==> config.mk <==
export PLATFORM = sky130hd
export DESIGN_NAME = binary_gcd
export DESIGN_NICKNAME = d
export VERILOG_FILES = /design/src/sv/bgcd_pkg.sv /design/src/sv/bgcd_cell.sv /design/src/sv/bgcd_ctrl.sv /design/src/sv/binary_gcd.sv
export SDC_FILE = /design/constraint.sdc
export NUM_CORES = 1
export LEC_CHECK = 0
export ABC_CLOCK_PERIOD_IN_PS = 24100
export BUFFER_PORTS_ARGS = -buffer_cell sky130_fd_sc_hd__buf_2
export CAP_MARGIN = 40
export CORE_ASPECT_RATIO = 0.75
export CORE_MARGIN = 2
export CORE_UTILIZATION = 35
export DETAILED_ROUTE_END_ITERATION = 7
export PLACE_DENSITY = 0.49
export SYNTH_ARGS = -nofsm -noshare
export SYNTH_HDL_FRONTEND = slang
export SYNTH_HIERARCHICAL = 1
export SYNTH_SLANG_ARGS = --single-unit
export TNS_END_PERCENT = 100
==> constraint.sdc <==
create_clock -name clk -period 24.1 [get_ports clk]
set_clock_uncertainty 0.1 [all_clocks]
set_input_delay 6.025 -clock clk [delete_from_list [all_inputs] [get_ports clk]]
set_output_delay 6.025 -clock clk [all_outputs]
set_load 0.01 [all_outputs]
==> src/sv/bgcd_pkg.sv <==
`timescale 1ns / 1ps
`default_nettype none
// ----------------------------------------------------------------------------
// bgcd_pkg
// Shared constants and types for the binary GCD cell chain.
// ----------------------------------------------------------------------------
package bgcd_pkg;

  localparam int DATA_WIDTH = 64;
  localparam int CNT_W      = $clog2(DATA_WIDTH);
  localparam int FIELD_W    = 64;

  typedef enum logic [2:0] {
    CELL_HOLD,
    CELL_LOAD,
    CELL_SHR_XY,
    CELL_SHR_X,
    CELL_SHR_Y,
    CELL_SUB,
    CELL_SHL_X
  } cell_op_t;

  typedef struct packed {
    cell_op_t op;
    logic     swap;
  } cell_ctrl_t;

  typedef struct packed {
    logic x_lsb;
    logic y_lsb;
    logic x_zero;
    logic y_zero;
    logic y_lt_x;
  } chain_stat_t;

  typedef enum logic [2:0] {
    ST_IDLE,
    ST_CHECK,
    ST_TWOS,
    ST_STRIP,
    ST_LOOP,
    ST_UNDO,
    ST_DONE
  } gcd_state_t;

endpackage
`default_nettype wire

==> src/sv/bgcd_cell.sv <==
`timescale 1ns / 1ps
`default_nettype none
// ----------------------------------------------------------------------------
// bgcd_cell
// One bit slice of the operand pair: holds x and y bits, shifts with its
// neighbors and takes part in the two borrow chains.
// ----------------------------------------------------------------------------
module bgcd_cell (
  input  wire                 clk,
  input  bgcd_pkg::cell_ctrl_t ctrl,
  input  wire                 a_bit,
  input  wire                 b_bit,
  input  wire                 x_up,
  input  wire                 y_up,
  input  wire                 x_dn,
  input  wire                 byx_in,
  input  wire                 bxy_in,
  output logic                x_r,
  output logic                y_r,
  output logic                byx_out,
  output logic                bxy_out
);

  logic x_nxt;
  logic y_nxt;
  logic dyx;
  logic dxy;

  // Ripple borrow for y - x and x - y
  always_comb begin
    dyx     = y_r ^ x_r ^ byx_in;
    byx_out = (~y_r & x_r) | (~(y_r ^ x_r) & byx_in);
    dxy     = x_r ^ y_r ^ bxy_in;
    bxy_out = (~x_r & y_r) | (~(x_r ^ y_r) & bxy_in);
  end

  // Select next bits
  always_comb begin
    x_nxt = x_r;
    y_nxt = y_r;
    case (ctrl.op)
      bgcd_pkg::CELL_LOAD: begin
        x_nxt = a_bit;
        y_nxt = b_bit;
      end
      bgcd_pkg::CELL_SHR_XY: begin
        x_nxt = x_up;
        y_nxt = y_up;
      end
      bgcd_pkg::CELL_SHR_X: x_nxt = x_up;
      bgcd_pkg::CELL_SHR_Y: y_nxt = y_up;
      bgcd_pkg::CELL_SUB: begin
        if (ctrl.swap) begin
          x_nxt = y_r;
          y_nxt = dxy;
        end else begin
          y_nxt = dyx;
        end
      end
      bgcd_pkg::CELL_SHL_X: x_nxt = x_dn;
      default: begin
        x_nxt = x_r;
        y_nxt = y_r;
      end
    endcase
  end

  always_ff @(posedge clk) begin
    x_r <= x_nxt;
    y_r <= y_nxt;
  end

endmodule
`default_nettype wire

==> src/sv/bgcd_ctrl.sv <==
`timescale 1ns / 1ps
`default_nettype none
// ----------------------------------------------------------------------------
// bgcd_ctrl
// Sequencer for the cell chain: strips common twos, reduces, restores twos.
// ----------------------------------------------------------------------------
module bgcd_ctrl (
  input  wire                   clk,
  input  wire                   rst_n,
  input  wire                   in_fire,
  input  wire                   out_free,
  input  bgcd_pkg::chain_stat_t stat,
  output bgcd_pkg::cell_ctrl_t  ctrl,
  output logic                  idle,
  output logic                  done
);

  bgcd_pkg::gcd_state_t            state_r;
  bgcd_pkg::gcd_state_t            state_nxt;
  logic [bgcd_pkg::CNT_W-1:0]      cnt_r;
  logic [bgcd_pkg::CNT_W-1:0]      cnt_nxt;

  // Next state and twos count
  always_comb begin
    state_nxt = state_r;
    cnt_nxt   = cnt_r;
    case (state_r)
      bgcd_pkg::ST_IDLE: begin
        cnt_nxt = '0;
        if (in_fire) state_nxt = bgcd_pkg::ST_CHECK;
      end
      bgcd_pkg::ST_CHECK: begin
        if (stat.x_zero || stat.y_zero) state_nxt = bgcd_pkg::ST_DONE;
        else state_nxt = bgcd_pkg::ST_TWOS;
      end
      bgcd_pkg::ST_TWOS: begin
        if (!stat.x_lsb && !stat.y_lsb) cnt_nxt = cnt_r + 1'b1;
        else state_nxt = bgcd_pkg::ST_STRIP;
      end
      bgcd_pkg::ST_STRIP: begin
        if (stat.x_lsb) state_nxt = bgcd_pkg::ST_LOOP;
      end
      bgcd_pkg::ST_LOOP: begin
        if (stat.y_zero) state_nxt = bgcd_pkg::ST_UNDO;
      end
      bgcd_pkg::ST_UNDO: begin
        if (cnt_r != '0) cnt_nxt = cnt_r - 1'b1;
        else state_nxt = bgcd_pkg::ST_DONE;
      end
      bgcd_pkg::ST_DONE: begin
        if (out_free) state_nxt = bgcd_pkg::ST_IDLE;
      end
      default: state_nxt = bgcd_pkg::ST_IDLE;
    endcase
  end

  // Cell commands and handshake flags
  always_comb begin
    ctrl.op   = bgcd_pkg::CELL_HOLD;
    ctrl.swap = 1'b0;
    idle      = 1'b0;
    done      = 1'b0;
    case (state_r)
      bgcd_pkg::ST_IDLE: begin
        idle = 1'b1;
        if (in_fire) ctrl.op = bgcd_pkg::CELL_LOAD;
      end
      bgcd_pkg::ST_TWOS: begin
        if (!stat.x_lsb && !stat.y_lsb) ctrl.op = bgcd_pkg::CELL_SHR_XY;
      end
      bgcd_pkg::ST_STRIP: begin
        if (!stat.x_lsb) ctrl.op = bgcd_pkg::CELL_SHR_X;
      end
      bgcd_pkg::ST_LOOP: begin
        if (!stat.y_zero) begin
          if (!stat.y_lsb) begin
            ctrl.op = bgcd_pkg::CELL_SHR_Y;
          end else begin
            ctrl.op   = bgcd_pkg::CELL_SUB;
            ctrl.swap = stat.y_lt_x;
          end
        end
      end
      bgcd_pkg::ST_UNDO: begin
        if (cnt_r != '0) ctrl.op = bgcd_pkg::CELL_SHL_X;
      end
      bgcd_pkg::ST_DONE: done = out_free;
      default: ctrl.op = bgcd_pkg::CELL_HOLD;
    endcase
  end

  always_ff @(posedge clk) begin
    if (!rst_n) begin
      state_r <= bgcd_pkg::ST_IDLE;
      cnt_r   <= '0;
    end else begin
      state_r <= state_nxt;
      cnt_r   <= cnt_nxt;
    end
  end

endmodule
`default_nettype wire

==> src/sv/binary_gcd.sv <==
`timescale 1ns / 1ps
`default_nettype none
// ----------------------------------------------------------------------------
// binary_gcd
// Greatest common divisor of two unsigned operands by the binary method.
// ----------------------------------------------------------------------------
// Usage:
//   Input stream: one transfer carries operand_a (low 64 bits of in_tdata)
//   and operand_b (high 64 bits). Only the low DATA_WIDTH bits are used.
//   Output stream: one transfer per input carries the divisor in out_tdata.
//   The operands live in a row of DATA_WIDTH bit cells; each cycle the
//   sequencer tells every cell to load, hold, shift right, shift left, or
//   subtract through the borrow chain. One item is worked at a time.
//   A zero operand goes straight to the result; otherwise the sequencer
//   strips the common twos, then the extra twos of operand_a, runs the
//   halving plus subtract steps of the reduction loop and restores the
//   common twos. The next item is accepted in the cycle after the
//   result is loaded.
//   in_tready is high while the sequencer is idle. The result sits in an
//   output register; a stalled receiver holds it there and the next item
//   may be accepted meanwhile, but it finishes only once the register is
//   free. Reset clears the sequencer and the output valid flag.
// ----------------------------------------------------------------------------
module binary_gcd (
  input  wire          clk,
  input  wire          rst_n,
  input  wire          in_tvalid,
  output logic         in_tready,
  input  wire  [127:0] in_tdata,   // [63:0] operand_a, [127:64] operand_b
  output logic         out_tvalid,
  input  wire          out_tready,
  output logic [63:0]  out_tdata   // [63:0] divisor
);

  localparam int W = bgcd_pkg::DATA_WIDTH;

  logic                  in_fire;
  logic                  out_free;
  logic                  done;
  logic                  idle;
  bgcd_pkg::cell_ctrl_t  ctrl;
  bgcd_pkg::chain_stat_t stat;
  logic [W-1:0]          x_v;
  logic [W-1:0]          y_v;
  logic [W:0]            byx_c;
  logic [W:0]            bxy_c;
  logic                  out_tvalid_r;
  logic [63:0]           out_tdata_r;

  assign in_tready = idle;
  assign in_fire   = in_tvalid & idle;
  assign out_free  = ~out_tvalid_r | out_tready;

  assign byx_c[0] = 1'b0;
  assign bxy_c[0] = 1'b0;

  // Row of bit cells
  genvar i;
  generate
    for (i = 0; i < W; i++) begin : g_cell
      logic x_up;
      logic y_up;
      logic x_dn;
      if (i == W - 1) begin : g_top
        assign x_up = 1'b0;
        assign y_up = 1'b0;
      end else begin : g_mid
        assign x_up = x_v[i+1];
        assign y_up = y_v[i+1];
      end
      if (i == 0) begin : g_bot
        assign x_dn = 1'b0;
      end else begin : g_upr
        assign x_dn = x_v[i-1];
      end
      bgcd_cell u_cell (
        .clk     (clk),
        .ctrl    (ctrl),
        .a_bit   (in_tdata[i]),
        .b_bit   (in_tdata[64+i]),
        .x_up    (x_up),
        .y_up    (y_up),
        .x_dn    (x_dn),
        .byx_in  (byx_c[i]),
        .bxy_in  (bxy_c[i]),
        .x_r     (x_v[i]),
        .y_r     (y_v[i]),
        .byx_out (byx_c[i+1]),
        .bxy_out (bxy_c[i+1])
      );
    end
  endgenerate

  // Chain status for the sequencer
  always_comb begin
    stat.x_lsb  = x_v[0];
    stat.y_lsb  = y_v[0];
    stat.x_zero = ~|x_v;
    stat.y_zero = ~|y_v;
    stat.y_lt_x = byx_c[W];
  end

  bgcd_ctrl u_ctrl (
    .clk      (clk),
    .rst_n    (rst_n),
    .in_fire  (in_fire),
    .out_free (out_free),
    .stat     (stat),
    .ctrl     (ctrl),
    .idle     (idle),
    .done     (done)
  );

  // Output register: y is zero at the end, or one operand was zero
  always_ff @(posedge clk) begin
    if (!rst_n) begin
      out_tvalid_r <= 1'b0;
    end else if (done) begin
      out_tvalid_r <= 1'b1;
    end else if (out_tready) begin
      out_tvalid_r <= 1'b0;
    end
  end

  always_ff @(posedge clk) begin
    if (done) out_tdata_r <= 64'(x_v | y_v);
  end

  assign out_tvalid = out_tvalid_r;
  assign out_tdata  = out_tdata_r;

endmodule
`default_nettype wire

======== Word-level counts from Yosys, hierarchy flattened ========
Index checks and enable logic that the tools add are counted.
word-level totals
  output and inout bits ................... 66
  input bits .............................. 132
  logic and storage cells ................. 1214
  flip-flop bits (word level) ............. 202
operators by class
  add/subtract/negate cells ............... 2
  mux-type cells .......................... 279
  reduce and logical (&&, ||, !) cells .... 19
  bitwise logic cells ..................... 761
  eq/ne operators ......................... 21
operators by type and width
  cell                                                                     count
  1-bit one-hot mux with 4 select lines                                    64
  1-bit bitwise AND                                                        253
  1-bit one-hot mux with 3 select lines                                    64
  1-bit NOT                                                                191
  1-bit bitwise XOR                                                        190
  1-bit two-way mux                                                        135
  64-bit OR reduction                                                      2
  1-bit OR                                                                 126
  64-bit OR                                                                1
  3-bit two-way mux                                                        8
  3-bit one-hot mux with 7 select lines                                    1
  3-bit equality test, second input constant                               6
  6-bit one-hot mux with 3 select lines                                    1
  3-bit one-hot mux with 5 select lines                                    1
  3-bit by 2-bit equality test with 1-bit output, second input constant    4
  6-bit two-way mux                                                        2
  2-bit inequality test, second input constant                             6
  6-bit by 1-bit adder with 6-bit output, second input constant            1
  3-bit by 1-bit equality test with 1-bit output, second input constant    2
  2-bit by 1-bit inequality test with 1-bit output, second input constant  3
  6-bit AND reduction                                                      1
  3-bit nonzero test                                                       2
  6-bit nonzero test                                                       1
  6-bit by 1-bit subtractor with 6-bit output, second input constant       1
  11 further kinds                                                         16

======== Depth between registers and ports, before layout ========
  word-level depth ........................ 135
  mapped depth ............................ 70

======== Modules after synthesis ========
The synthesis kept the hierarchy.
modules (own cells, without submodules)
  module      instances  seq. area each (um^2)  area each (um^2)  cells each
  bgcd_cell   64         60.1                   316.6             35
  binary_gcd  1          1941.9                 2657.5            176
  bgcd_ctrl   1          180.2                  762.0             100

======== Worst setup path before layout ========
OpenSTA, ideal clock, no wires.
  path kind ............................... reg-to-reg
  start point ............................. register g_cell[1].u_cell.y_r
  end point ............................... register g_cell[0].u_cell.x_r (enable)
  stages on the path, launching flop included .. 68
  arrival time ............................ 21.540 ns
  clock period less this slack ............ 21.973 ns
  library setup time ...................... 0.332 ns
  slack ................................... 2.127 ns
  buffers on the path ..................... 0
  cell sequence ........................... edfxtp_1 -> ha_1 -> a21o_1 -> a21o_1 -> a21o_1 -> a21o_1 -> a21o_1 -> a21o_1 -> a21o_1 -> a21o_1 -> a21o_1 -> a21o_1 -> a21o_1 -> a21o_1 -> a21o_1 -> a21o_1 -> a21o_1 -> a21o_1 -> (+32 left out) -> a21o_1 -> a21o_1 -> a21o_1 -> a21o_1 -> a21o_1 -> a21o_1 -> a21o_1 -> a21o_1 -> a21o_1 -> a21o_1 -> a21o_1 -> a21o_1 -> a21o_1 -> a21o_1 -> a21o_1 -> nor4bb_1 -> a21boi_0 -> a21oi_1
RTL lines
  what                    RTL line         RTL
  start, declared         bgcd_cell.sv:19  output logic y_r,
  start signal, assigned  bgcd_cell.sv:70  y_r <= y_nxt;
  end signal, assigned    bgcd_cell.sv:69  x_r <= x_nxt;
  end, declared           bgcd_cell.sv:18  output logic x_r,

==> summary.md <==
| Metric | Value |
|---|---|
| Pint | `1100 uW` |
| Remaining DRCs | `0` |
| Die Area | `69,800 um^2` |
| Crit-path max FO | `41` |
| Status | `complete, no violations` |
| Flop pwr share | `32.9%` |
| Root buf cell | `clkbuf_16` |
| CP endpoint | `g_cell[29].u_cell/y_r` |
| Clock Power Share | `21.4%` |
| FF-to-FF path depth | `72` |
| Req. time, crit path | `24.32 ns` |
| Switching fraction of total power | `41.5%` |
| Final hold viol count | `0` |
| Leading cell type in the layout, fill and taps excluded | `nor2_1` |
| Vias post-DR | `18,379` |
| Flop-to-flop setup slack | `9.00 ns` |
| WHS Path Cells | `2` |
| CTS Buf Count | `28` |
| CP peak stage delay | `0.52 ns` |
| Max-cap violations | `0` |
| Synth warn | `6` |
| 1st-iter DRT viols | `1,363` |
| CTS tree | `built` |
| Post-route cell area | `25,000 um^2` |
| Worst R2R End | `g_cell[29].u_cell/y_r` |
| Min-Delay Path Class | `register to register` |
| Post-CTS Setup Inserts | `0` |
| Synth Instances | `2,515` |
| Clock Tree Buf Depth | `3` |
| Final wirelength | `63,400 um` |
| Critical path origin | `g_cell[0].u_cell/x_r` |
| Total grt overflow | `0` |
| Worst EP arrival | `15.32 ns` |
| FMAX | `66.2 MHz` |
| Core region area | `66,900 um^2` |
| RSZ-0062 raised after global routing | `no` |
| Synth Cell Area | `23,700 um^2` |
| WS Path Type | `register to register` |
| Initial Utilization | `35.4%` |
| Crit path launch type | `register` |
| Crit end category | `register` |
| Lkg Pwr | `0.00948 uW` |
| Cts hold-fix bufs | `0` |
| Combinational power share | `45.7%` |
| Hpwl dp | `42,700 um` |
| Clk slew on worst S/H paths | `0.06 ns` |
| Routability congestion estimate | `0.802` |
| Worst r2r src | `g_cell[0].u_cell/x_r` |
| Final min period | `15.10 ns` |
| DRT Pass-1 Iters | `5` |
| Syn Area/Cell | `9.41 um^2` |
| PortBufs | `197` |
| Post-DRT Antenna Nets | `0` |
| Layout net count | `2,844` |
| WL/cell | `18.2 um` |
| Net Sw Power | `781 uW` |
| Final core occ | `37.3%` |
| Slew headroom | `8.59%` |
| Ratio of cells with drive above 1 in the final layout | `20.6%` |
| Least-Margin Pin Slew | `1.37 ns` |
| Total track usage | `17.4%` |
| Most frequent cells in the layout | `nor2_1, buf_2, inv_1, mux2i_1, edfxtp_1` |
| Most common cell on crit path | `a21o_1` |
| Die span in y | `229 um` |
| Final setup violation count | `0` |
| Largest net degree at the start of global routing | `271` |
| Row cnt | `82` |
| Final Slew Violations | `0` |
| Power Density | `75.4 nW/um^2` |
| Initial antenna violation count | `11` |
| Vias in the first global route | `17,216` |
| Synthesis-to-finish area growth | `5.51%` |
| Vias/cell | `5.28` |
| TNS Setup | `0 ns` |
| Io pins | `198` |
| CTS HTree Levels | `1` |
| CP max stage cell | `edfxtp_1` |
| Clock sinks | `202` |
| Placed inst area | `24,100 um^2` |
| Part of the cycle the worst path needs | `62.6%` |
| Peak supply drop | `0.0566 mV` |
| First-pass GRT wire length | `98,700 um` |
| Cts repair resizes | `0` |
| Worst-Skew Late Latency | `0.57 ns` |
| Die W | `304 um` |
## power by group through the flow
stage	Combinational [uW]	Sequential [uW]	Clock, uW
floorplan	804	556	0
global placement	823	626	0
detailed placement	858	628	0
CTS	863	622	421
global route	965	634	432
finish	861	619	403
## registers in the layout, indices dropped and copies added (netlist names)
signal	cells
out_tdata	64
u_ctrl/state_r	3
out_tvalid	1
u_ctrl/cnt_r	6
g_cell.u_cell/y_r	64
g_cell.u_cell/x_r	64
## worst min-delay path by stage
| stage | endpoint | start |
|---|---|---|
| floorplan | u_ctrl/cnt_r[4] | u_ctrl/cnt_r[4] |
| global placement | u_ctrl/cnt_r[4] | u_ctrl/cnt_r[4] |
| detailed placement | u_ctrl/cnt_r[5] | u_ctrl/cnt_r[5] |
| CTS | u_ctrl/cnt_r[5] | u_ctrl/cnt_r[5] |
| global route | u_ctrl/cnt_r[5] | u_ctrl/cnt_r[5] |
| finish | u_ctrl/cnt_r[5] | u_ctrl/cnt_r[5] |
## cell type report
cell class	count	area [um^2]
Timing Repair Buffer	226	1390
Clock buffer	33	741
Tap cell	882	1100
Antenna cell	1	2.50
Multi-Input combinational cell	1927	14900
Sequential cell	202	5970
Inverter	196	736
Fill cell	6723	41900
Clock inverter	17	100
## metrics by stage
step | total power [uW] | instances | setup WS (ns) | hold slack (ns)
floorplan | 1360 | 2522 | 2.13 | 0.363
global placement | 1450 | 3423 | 9.17 | 0.393
detailed placement | 1490 | 3433 | 9.07 | 0.407
CTS | 1910 | 3483 | 8.97 | 0.414
global route | 2030 | 3484 | 8.20 | 0.451
finish | 1880 | 3484 | 9.00 | 0.409
## routing by layer
layer / vias to the layer above / track usage, % / part of all wire [%]
met2: 339 / 27.1 / 44
li1: 9123 / - / -
met5: - / 0 / 0.066
met1: 8841 / 25.4 / 50
met3: 70 / 2.49 / 4.1
met4: 6 / 3.73 / 2.1
## worst max-delay path: cells and delay by family, from the launching register on
kind / cells / cell delay (ns)
flops: 1 / 0.52
mux: 2 / 0.49
fa+ha+maj: 1 / 0.25
buf+inv: 3 / 0.77
compound gates: 65 / 12.48
simple gates: 1 / 0.17
Power figures use the tool's default switching activity.
